## src/design/tvss_pkg.sv

```systemverilog
package tvss_pkg;

    localparam int SAMPLE_RATE_HZ_DEF = 48000;

    localparam int BASE_W     = 24;
    localparam int CV_W       = 16;
    localparam int AMP_W      = 15;
    localparam int DC_W       = 16;
    localparam int OUT_W      = 16;
    localparam int SLEW_W     = 17;
    localparam int DEV_W      = 24;
    localparam int CFG_IDX_W  = 1;
    localparam int CFG_DATA_W = 24;

    localparam int RAMP_W     = 24;
    localparam int RAMP_SHIFT = 6;
    localparam int FREQ_W     = 27;
    localparam int DEN_W      = 25;
    localparam int CNT_W      = 24;
    localparam int STEP_W     = AMP_W + RAMP_SHIFT + 1;
    localparam int SLEW_FRAC  = 16;

    localparam logic [SLEW_W-1:0] SLEW_ONE   = 17'd65536;
    localparam logic [SLEW_W-1:0] SLEW_RESET = 17'd32768;
    localparam logic [CNT_W-1:0]  PERIOD_MAX = 24'hFFFFFF;

    localparam logic [CFG_IDX_W-1:0] CFG_SLEW_RATIO = 1'b0;
    localparam logic [CFG_IDX_W-1:0] CFG_DEVIATION  = 1'b1;

    typedef enum logic [2:0] {
        ST_IDLE,
        ST_FREQ,
        ST_PSET,
        ST_PDIV,
        ST_COUNT,
        ST_SSET,
        ST_SDIV,
        ST_UPDATE
    } state_t;

endpackage

```

## src/design/triangle_vco_slew_step.sv

```systemverilog
// Channel  | Handshake            | Payload
// ---------+----------------------+--------------------------------------------------
// in       | in_valid / in_ready  | base_freq, control_voltage, peak_level, dc_shift
// out      | out_valid/ out_ready | sample_out
// cfg      | cfg_we               | cfg_index, cfg_data
//
// in_ready is low from a transfer until its sample is written to the output register, so the
// block takes no new input while one is in work. One shared restoring divider, one quotient bit per
// cycle, computes the period and then the ramp step; a frequency <= 0 skips the period division
// and a zero step count skips the step division.
// Reset clears the sequencer, the ramp, the direction and the deviation, and sets the slew ratio to SLEW_RESET.
// A finished sample waits in the output register; the next one stalls until it is taken.
module triangle_vco_slew_step #(
    parameter int SAMPLE_RATE_HZ = tvss_pkg::SAMPLE_RATE_HZ_DEF
) (
    input  logic                                   clk,
    input  logic                                   rst_n,
    input  logic                                   in_valid,
    output logic                                   in_ready,
    input  logic        [tvss_pkg::BASE_W-1:0]     base_freq,
    input  logic signed [tvss_pkg::CV_W-1:0]       control_voltage,
    input  logic        [tvss_pkg::AMP_W-1:0]      peak_level,
    input  logic signed [tvss_pkg::DC_W-1:0]       dc_shift,
    output logic                                   out_valid,
    input  logic                                   out_ready,
    output logic signed [tvss_pkg::OUT_W-1:0]      sample_out,
    input  logic                                   cfg_we,
    input  logic        [tvss_pkg::CFG_IDX_W-1:0]  cfg_index,
    input  logic        [tvss_pkg::CFG_DATA_W-1:0] cfg_data
);

    localparam int NUM    = SAMPLE_RATE_HZ * 256;
    localparam int NUM_W  = $clog2(NUM + 1);
    localparam int DIV_W  = (NUM_W > tvss_pkg::CNT_W) ? NUM_W : tvss_pkg::CNT_W;
    localparam int DCNT_W = $clog2(DIV_W + 1);
    localparam int RAMP_W = tvss_pkg::RAMP_W;
    localparam int DEN_W  = tvss_pkg::DEN_W;
    localparam int CNT_W  = tvss_pkg::CNT_W;
    localparam int FREQ_W = tvss_pkg::FREQ_W;
    localparam int STEP_W = tvss_pkg::STEP_W;
    localparam int SH_W   = RAMP_W - tvss_pkg::RAMP_SHIFT;
    localparam int Y_W    = SH_W + 1;

    tvss_pkg::state_t state_reg, state_next;

    logic                               out_valid_reg, out_valid_next;
    logic signed [tvss_pkg::OUT_W-1:0]  out_reg, out_next;
    logic        [tvss_pkg::SLEW_W-1:0] slew_reg, slew_next;
    logic        [tvss_pkg::DEV_W-1:0]  dev_reg, dev_next;
    logic signed [RAMP_W-1:0]           ramp_reg, ramp_next;
    logic                               falling_reg, falling_next;
    logic        [DCNT_W-1:0]           dcnt_reg, dcnt_next;

    logic        [tvss_pkg::BASE_W-1:0] base_reg, base_next;
    logic signed [tvss_pkg::CV_W-1:0]   cv_reg, cv_next;
    logic        [tvss_pkg::AMP_W-1:0]  amp_reg, amp_next;
    logic signed [tvss_pkg::DC_W-1:0]   dc_reg, dc_next;
    logic signed [FREQ_W-1:0]           freq_reg, freq_next;
    logic        [CNT_W-1:0]            cnt_reg, cnt_next;
    logic        [DIV_W-1:0]            quo_reg, quo_next;
    logic        [DEN_W-1:0]            rem_reg, rem_next;
    logic        [DEN_W-1:0]            den_reg, den_next;

    logic signed [40:0]                 freq_prod;
    logic signed [40:0]                 freq_sh;
    logic signed [FREQ_W-1:0]           freq_calc;
    logic                               freq_pos;
    logic        [CNT_W-1:0]            period;
    logic        [tvss_pkg::SLEW_W-1:0] slew_eff;
    logic        [tvss_pkg::SLEW_W-1:0] slew_fall;
    logic        [tvss_pkg::SLEW_W-1:0] cnt_factor;
    logic        [40:0]                 cnt_prod;
    logic signed [RAMP_W-1:0]           peak24;
    logic                               dir_falling;

    logic        [DEN_W:0]              div_shift;
    logic        [DEN_W:0]              div_diff;
    logic                               div_ge;
    logic        [DEN_W-1:0]            div_rem;
    logic        [DIV_W-1:0]            div_quo;

    logic signed [RAMP_W:0]             ramp_ext;
    logic signed [RAMP_W:0]             peak_ext;
    logic signed [RAMP_W:0]             step_ext;
    logic signed [RAMP_W:0]             ramp_sum;
    logic signed [RAMP_W-1:0]           ramp_new;
    logic signed [Y_W-1:0]              y_sum;
    logic signed [tvss_pkg::OUT_W-1:0]  y_sat;
    logic                               out_free;

    assign in_ready   = (state_reg == tvss_pkg::ST_IDLE);
    assign out_valid  = out_valid_reg;
    assign sample_out = out_reg;

    // frequency = base + deviation * cv / 2^15, floored
    assign freq_prod = $signed({1'b0, dev_reg}) * cv_reg;
    assign freq_sh   = freq_prod >>> 15;
    assign freq_calc = $signed({{(FREQ_W - tvss_pkg::BASE_W){1'b0}}, base_reg})
                     + $signed(freq_sh[FREQ_W-1:0]);
    assign freq_pos  = !freq_reg[FREQ_W-1] && (freq_reg != '0);

    always_comb
    begin
        if (!freq_pos || (quo_reg > DIV_W'(tvss_pkg::PERIOD_MAX)))
        begin
            period = tvss_pkg::PERIOD_MAX;
        end
        else
        begin
            period = quo_reg[CNT_W-1:0];
        end
    end

    assign slew_eff  = (slew_reg > tvss_pkg::SLEW_ONE) ? tvss_pkg::SLEW_ONE : slew_reg;
    assign slew_fall = tvss_pkg::SLEW_ONE - slew_eff;

    assign peak24 = $signed({{(RAMP_W - tvss_pkg::AMP_W - tvss_pkg::RAMP_SHIFT){1'b0}},
                             amp_reg, {tvss_pkg::RAMP_SHIFT{1'b0}}});

    always_comb
    begin
        if (ramp_reg >= peak24)
        begin
            dir_falling = 1'b1;
        end
        else if (ramp_reg <= -peak24)
        begin
            dir_falling = 1'b0;
        end
        else
        begin
            dir_falling = falling_reg;
        end
    end

    assign cnt_factor = dir_falling ? slew_fall : slew_eff;
    assign cnt_prod   = cnt_factor * period;

    // shared restoring divider step
    assign div_shift = {rem_reg, quo_reg[DIV_W-1]};
    assign div_ge    = (div_shift >= {1'b0, den_reg});
    assign div_diff  = div_shift - {1'b0, den_reg};
    assign div_rem   = div_ge ? div_diff[DEN_W-1:0] : div_shift[DEN_W-1:0];
    assign div_quo   = {quo_reg[DIV_W-2:0], div_ge};

    // ramp update and output
    assign ramp_ext = {ramp_reg[RAMP_W-1], ramp_reg};
    assign peak_ext = {peak24[RAMP_W-1], peak24};
    assign step_ext = $signed({{(RAMP_W + 1 - STEP_W){1'b0}}, quo_reg[STEP_W-1:0]});

    always_comb
    begin
        if (!falling_reg)
        begin
            ramp_sum = (cnt_reg == '0) ? peak_ext : (ramp_ext + step_ext);
        end
        else
        begin
            ramp_sum = (cnt_reg == '0) ? -peak_ext : (ramp_ext - step_ext);
        end
    end

    assign ramp_new = ramp_sum[RAMP_W-1:0];
    assign y_sum    = $signed({ramp_new[RAMP_W-1], ramp_new[RAMP_W-1:tvss_pkg::RAMP_SHIFT]})
                    + $signed({{(Y_W - tvss_pkg::DC_W){dc_reg[tvss_pkg::DC_W-1]}}, dc_reg});

    always_comb
    begin
        if (y_sum > Y_W'(32767))
        begin
            y_sat = 16'sh7FFF;
        end
        else if (y_sum < -Y_W'(32768))
        begin
            y_sat = 16'sh8000;
        end
        else
        begin
            y_sat = y_sum[tvss_pkg::OUT_W-1:0];
        end
    end

    assign out_free = !out_valid_reg || out_ready;

    always_comb
    begin
        state_next     = state_reg;
        out_valid_next = out_valid_reg;
        out_next       = out_reg;
        slew_next      = slew_reg;
        dev_next       = dev_reg;
        ramp_next      = ramp_reg;
        falling_next   = falling_reg;
        dcnt_next      = dcnt_reg;
        base_next      = base_reg;
        cv_next        = cv_reg;
        amp_next       = amp_reg;
        dc_next        = dc_reg;
        freq_next      = freq_reg;
        cnt_next       = cnt_reg;
        quo_next       = quo_reg;
        rem_next       = rem_reg;
        den_next       = den_reg;

        if (out_valid_reg && out_ready)
        begin
            out_valid_next = 1'b0;
        end

        if (cfg_we)
        begin
            case (cfg_index)
                tvss_pkg::CFG_SLEW_RATIO: slew_next = cfg_data[tvss_pkg::SLEW_W-1:0];
                tvss_pkg::CFG_DEVIATION:  dev_next  = cfg_data[tvss_pkg::DEV_W-1:0];
                default: ;
            endcase
        end

        case (state_reg)
            tvss_pkg::ST_IDLE:
            begin
                if (in_valid)
                begin
                    base_next  = base_freq;
                    cv_next    = control_voltage;
                    amp_next   = peak_level;
                    dc_next    = dc_shift;
                    state_next = tvss_pkg::ST_FREQ;
                end
            end
            tvss_pkg::ST_FREQ:
            begin
                freq_next  = freq_calc;
                state_next = tvss_pkg::ST_PSET;
            end
            tvss_pkg::ST_PSET:
            begin
                if (freq_pos)
                begin
                    quo_next   = DIV_W'(NUM);
                    den_next   = freq_reg[DEN_W-1:0];
                    rem_next   = '0;
                    dcnt_next  = DCNT_W'(DIV_W);
                    state_next = tvss_pkg::ST_PDIV;
                end
                else
                begin
                    state_next = tvss_pkg::ST_COUNT;
                end
            end
            tvss_pkg::ST_PDIV:
            begin
                quo_next  = div_quo;
                rem_next  = div_rem;
                dcnt_next = dcnt_reg - 1'b1;
                if (dcnt_reg == DCNT_W'(1))
                begin
                    state_next = tvss_pkg::ST_COUNT;
                end
            end
            tvss_pkg::ST_COUNT:
            begin
                falling_next = dir_falling;
                cnt_next     = cnt_prod[tvss_pkg::SLEW_FRAC +: CNT_W];
                state_next   = tvss_pkg::ST_SSET;
            end
            tvss_pkg::ST_SSET:
            begin
                if (cnt_reg != '0)
                begin
                    quo_next   = {{(DIV_W - STEP_W){1'b0}}, amp_reg,
                                  {(tvss_pkg::RAMP_SHIFT + 1){1'b0}}};
                    den_next   = {1'b0, cnt_reg};
                    rem_next   = '0;
                    dcnt_next  = DCNT_W'(DIV_W);
                    state_next = tvss_pkg::ST_SDIV;
                end
                else
                begin
                    state_next = tvss_pkg::ST_UPDATE;
                end
            end
            tvss_pkg::ST_SDIV:
            begin
                quo_next  = div_quo;
                rem_next  = div_rem;
                dcnt_next = dcnt_reg - 1'b1;
                if (dcnt_reg == DCNT_W'(1))
                begin
                    state_next = tvss_pkg::ST_UPDATE;
                end
            end
            tvss_pkg::ST_UPDATE:
            begin
                if (out_free)
                begin
                    ramp_next      = ramp_new;
                    out_next       = y_sat;
                    out_valid_next = 1'b1;
                    state_next     = tvss_pkg::ST_IDLE;
                end
            end
            default:
            begin
                state_next = tvss_pkg::ST_IDLE;
            end
        endcase
    end

    always_ff @(posedge clk or negedge rst_n)
    begin
        if (!rst_n)
        begin
            state_reg     <= tvss_pkg::ST_IDLE;
            out_valid_reg <= 1'b0;
            slew_reg      <= tvss_pkg::SLEW_RESET;
            dev_reg       <= '0;
            ramp_reg      <= '0;
            falling_reg   <= 1'b0;
            dcnt_reg      <= '0;
        end
        else
        begin
            state_reg     <= state_next;
            out_valid_reg <= out_valid_next;
            slew_reg      <= slew_next;
            dev_reg       <= dev_next;
            ramp_reg      <= ramp_next;
            falling_reg   <= falling_next;
            dcnt_reg      <= dcnt_next;
        end
    end

    always_ff @(posedge clk)
    begin
        out_reg  <= out_next;
        base_reg <= base_next;
        cv_reg   <= cv_next;
        amp_reg  <= amp_next;
        dc_reg   <= dc_next;
        freq_reg <= freq_next;
        cnt_reg  <= cnt_next;
        quo_reg  <= quo_next;
        rem_reg  <= rem_next;
        den_reg  <= den_next;
    end

endmodule

```

## config.mk

```make
export PLATFORM = sky130hd
export DESIGN_NAME = triangle_vco_slew_step
export DESIGN_NICKNAME = d
export VERILOG_FILES = /design/src/design/tvss_pkg.sv /design/src/design/triangle_vco_slew_step.sv
export SDC_FILE = /design/constraint.sdc
export NUM_CORES = 2
export LEC_CHECK = 0
export BUFFER_PORTS_ARGS = -buffer_cell sky130_fd_sc_hd__buf_2
export CAP_MARGIN = 20
export CORE_MARGIN = 3
export CORE_UTILIZATION = 50
export DETAILED_ROUTE_END_ITERATION = 6
export PLACE_DENSITY = 0.65
export SETUP_SLACK_MARGIN = 0.4
export SLEW_MARGIN = 40
export SYNTH_ARGS = -nofsm -noshare
export SYNTH_HDL_FRONTEND = slang
export SYNTH_SLANG_ARGS = --single-unit
```

## constraint.sdc

```tcl
create_clock -name clk -period 12.35 [get_ports clk]
set_input_delay 1.8525 -clock clk [delete_from_list [all_inputs] [get_ports clk]]
set_output_delay 1.8525 -clock clk [all_outputs]
set_load 0.03 [all_outputs]
```

==> results.toml <==
[worst_setup_path]
critPathSlowestCell = "fa_1"
worst-path-max-fanout = 19
critPathMostFrequentCell = "fa_1"
crit_family = "adder cells"
path_class = "reg2reg"
arrival_ps = 11390
cp_data_required_time_ps = 12660
critPathLaunchType = "flip-flop"
slowest_delay_ps = 540
critical_path_buf_inv_count = 6
cp-end-kind = "flip-flop"

[synthesis]
synth_xor_area_frac = 0.03184
synth_cell_type_count = 100
syn_nets = 5750
synth-compound-area-share = 0.08753
synth_top_area_share = 0.2992
synth-edff-count = 212
synthSimpleGateAreaFrac = 0.1593
synth_top_family_by_area = "adder cells"
synth-adder-area-share = 0.4144
ys_warn_count = 0
syn_inst = 4621
yosys.area.top_type = "fa_1"
synth_area_leaders = "fa_1 30%, edfxtp_1 15%, ha_1 12%, inv_1 7.8%, nand2_1 6.1%"
synth_area_per_cell_um2 = 9.209
seq_area_frac_synth = 0.1937
muxShareOfSynthArea = 0.01770
synth_top_flop_cell = "edfxtp_1"
syn-cell-area_um2 = 42560
ys_async_sr_fraction = 0.2613
ys_ff_latch = 287

[global_route]
grt_pass1_vias = 33108
grt_pass1_wl_um = 183100
grt_max_degree = 53
antenna_found_initial = 1
grtUsageTotal = 0.2629
grt-ovfl-total = 0

[run_status]
run_status = "completed"

[drt]
wl_per_cell_um = 19.54
vias_per_cell = 5.457
drt_first_iter_violations = 2187
postRouteAntennaNets = 0
drc_errors = 0
drt_pre_antenna_iters = 6
drt-total-wl_um = 114000
vias = 31831

[sta]
fmax_mhz = 90.29
skew_ps = 39.89
relSlewSlack = 0.3846
layout_min_cycle_time_ps = 11070
post-route-period-util = 0.8968
setup_violations = 0
report.final.hold_viol_count = 0
grt_setup_unrepaired = "false"
slew_viol_final = 0
setup_tns_ps = 0
worst_pin_slew_ps = 919.7

[clock_network]
cts_resized = 0
clkTransAtPathRegs_ps = 60
cts_tree = "built"
clock_sinks = 287
cts-hold-fix-buffers = 0
insertion_delay_ps = 590
cts-root-buf = "clkbuf_16"
htreeDepth = 2
numCtsBuffers = 38
clockBufferDepth = 3
cts_setup_buffers = 0

[cells_and_area]
final.fill_count = 7653
area_growth_pct = 7.441
nNetsFinal = 5797
drive_gt1_frac = 0.08025
largest_reg_flops = 27

[floorplanning]
dieArea_um2 = 88650
die_w_um = 297.7
die_h_um = 297.7
start_util = 0.5069
boundaryPins = 119
placement_rows = 106
core_area_um2 = 83950

[placed_design]
dp_hpwl_um = 90660
portBuffers = 118
gp_congestion = 0.9487

[worst_hold_path]
hp-class = "reg2reg"

[job]
max-cap-violations = 0
[cell families (layout without fill, tap and decap cells)]
| family | after synthesis | in the layout |
|---|---|---|
| AOI/OAI and AO/OA | 541 | 541 |
| xor gates and xnor gates | 153 | 153 |
| adders and majority gates | 1028 | 1028 |
| buffers and inverters | 1063 | 1140 |
| DFF | 287 | 287 |
| muxes | 61 | 61 |
| other | 0 | 1 |
| and+or+nand+nor | 1488 | 1488 |
[worst paths after layout]
kind,from,to,slack [ps],cells after the start
max,amp_reg[0]$_DFFE_PP_,cnt_reg[23]$_DFFE_PP_,1280,38
min,dcnt_reg[4]$_DFFE_PN0P_,dcnt_reg[4]$_DFFE_PN0P_,510,2
max in group asynchronous,rst_n,dev_reg[13]$_DFFE_PN0P_,10070,2
max reg2reg,amp_reg[0]$_DFFE_PP_,cnt_reg[23]$_DFFE_PP_,1280,38
min in group asynchronous,rst_n,ramp_reg[14]$_DFFE_PN0P_,1180,1
min reg2reg,dcnt_reg[4]$_DFFE_PN0P_,dcnt_reg[4]$_DFFE_PN0P_,510,2
[cells in the final DEF (no fill, tap or decap), drive strengths merged, types with 8 or more instances in the layout]
cell type	instances
a211o	8
a211oi	27
a21o	58
a21oi	158
a31oi	14
and2	152
and3	12
buf	179
clkbuf	44
clkinv	14
dfrtp	74
edfxtp	212
fa	636
ha	392
inv	895
mux2	48
nand2	695
nand2b	97
nand3	29
nand4	13
nor2	325
nor2b	29
nor3	54
nor4	27
o211ai	10
o21a	31
o21ai	94
o21bai	18
o22ai	17
o31ai	18
or2	10
or3	23
xnor2	111
xor2	42
[area by class of cell]
class / count / area (um^2) / share of cell area
sequential: 287 / 8244 / 0.1803
multi-input combinational: 3271 / 30340 / 0.6636
clock inverter: 26 / 277.8 / 0.006075
clock buffer: 44 / 1005 / 0.02197
timing repair buffer: 179 / 1087 / 0.02378
inverter: 891 / 3344 / 0.07314
tap: 1134 / 1419 / 0.03103
antenna: 1 / 2.502 / 0.00005473
[worst register-to-register path: cells and delay by family, from the launching register on]
family	cells	cell delay (ps)
XOR/XNOR	2	300
buffers and inverters	6	750
flip-flops	1	440
AND/OR/NAND/NOR	10	2190
AO/OA/AOI/OAI	11	3170
adder cells (fa/ha/maj)	9	3970
[metrics by stage]
step	hold WS (ps)	area (um^2)	worst slack, ps	instances	utilization
after CTS	515.7	45680	704.3	5832	0.5442
after detailed placement	500.1	44400	865.0	5762	0.5289
after global routing	561.6	45720	430.4	5832	0.5446
after floorplan	473.9	42560	2500	4621	-
final	512.6	45720	1275	5833	0.5446
after global placement	495.4	44270	705.1	5751	0.5273
[cells in the mapped netlist (29+ instances only)]
| cell | instances |
|---|---|
| inv_1 | 890 |
| nand2_1 | 695 |
| fa_1 | 636 |
| ha_1 | 392 |
| nor2_1 | 321 |
| edfxtp_1 | 212 |
| and2_1 | 152 |
| a21oi_1 | 151 |
| clkbuf_1 | 122 |
| xnor2_1 | 109 |
| nand2b_1 | 97 |
| o21ai_0 | 86 |
| dfrtp_1 | 74 |
| a21o_1 | 58 |
| nor3_1 | 49 |
| mux2_2 | 47 |
| xor2_1 | 42 |
| buf_2 | 33 |
| o21a_1 | 31 |
| nor2b_1 | 29 |
[routing by layer]
layer  GRT usage  routed length [um]  share of wire  up-vias
met1      0.3496               47440           0.42    15839
li1            -                   -              -    14692
met4     0.08141                4101          0.036        0
met5           0                   0              0        -
met2      0.4464               54520           0.48     1070
met3     0.03753                7930          0.070      230
Power is left out: the tool's default activity adds up to more than one toggle a clock period on the data nets, which glitch-free logic cannot reach.
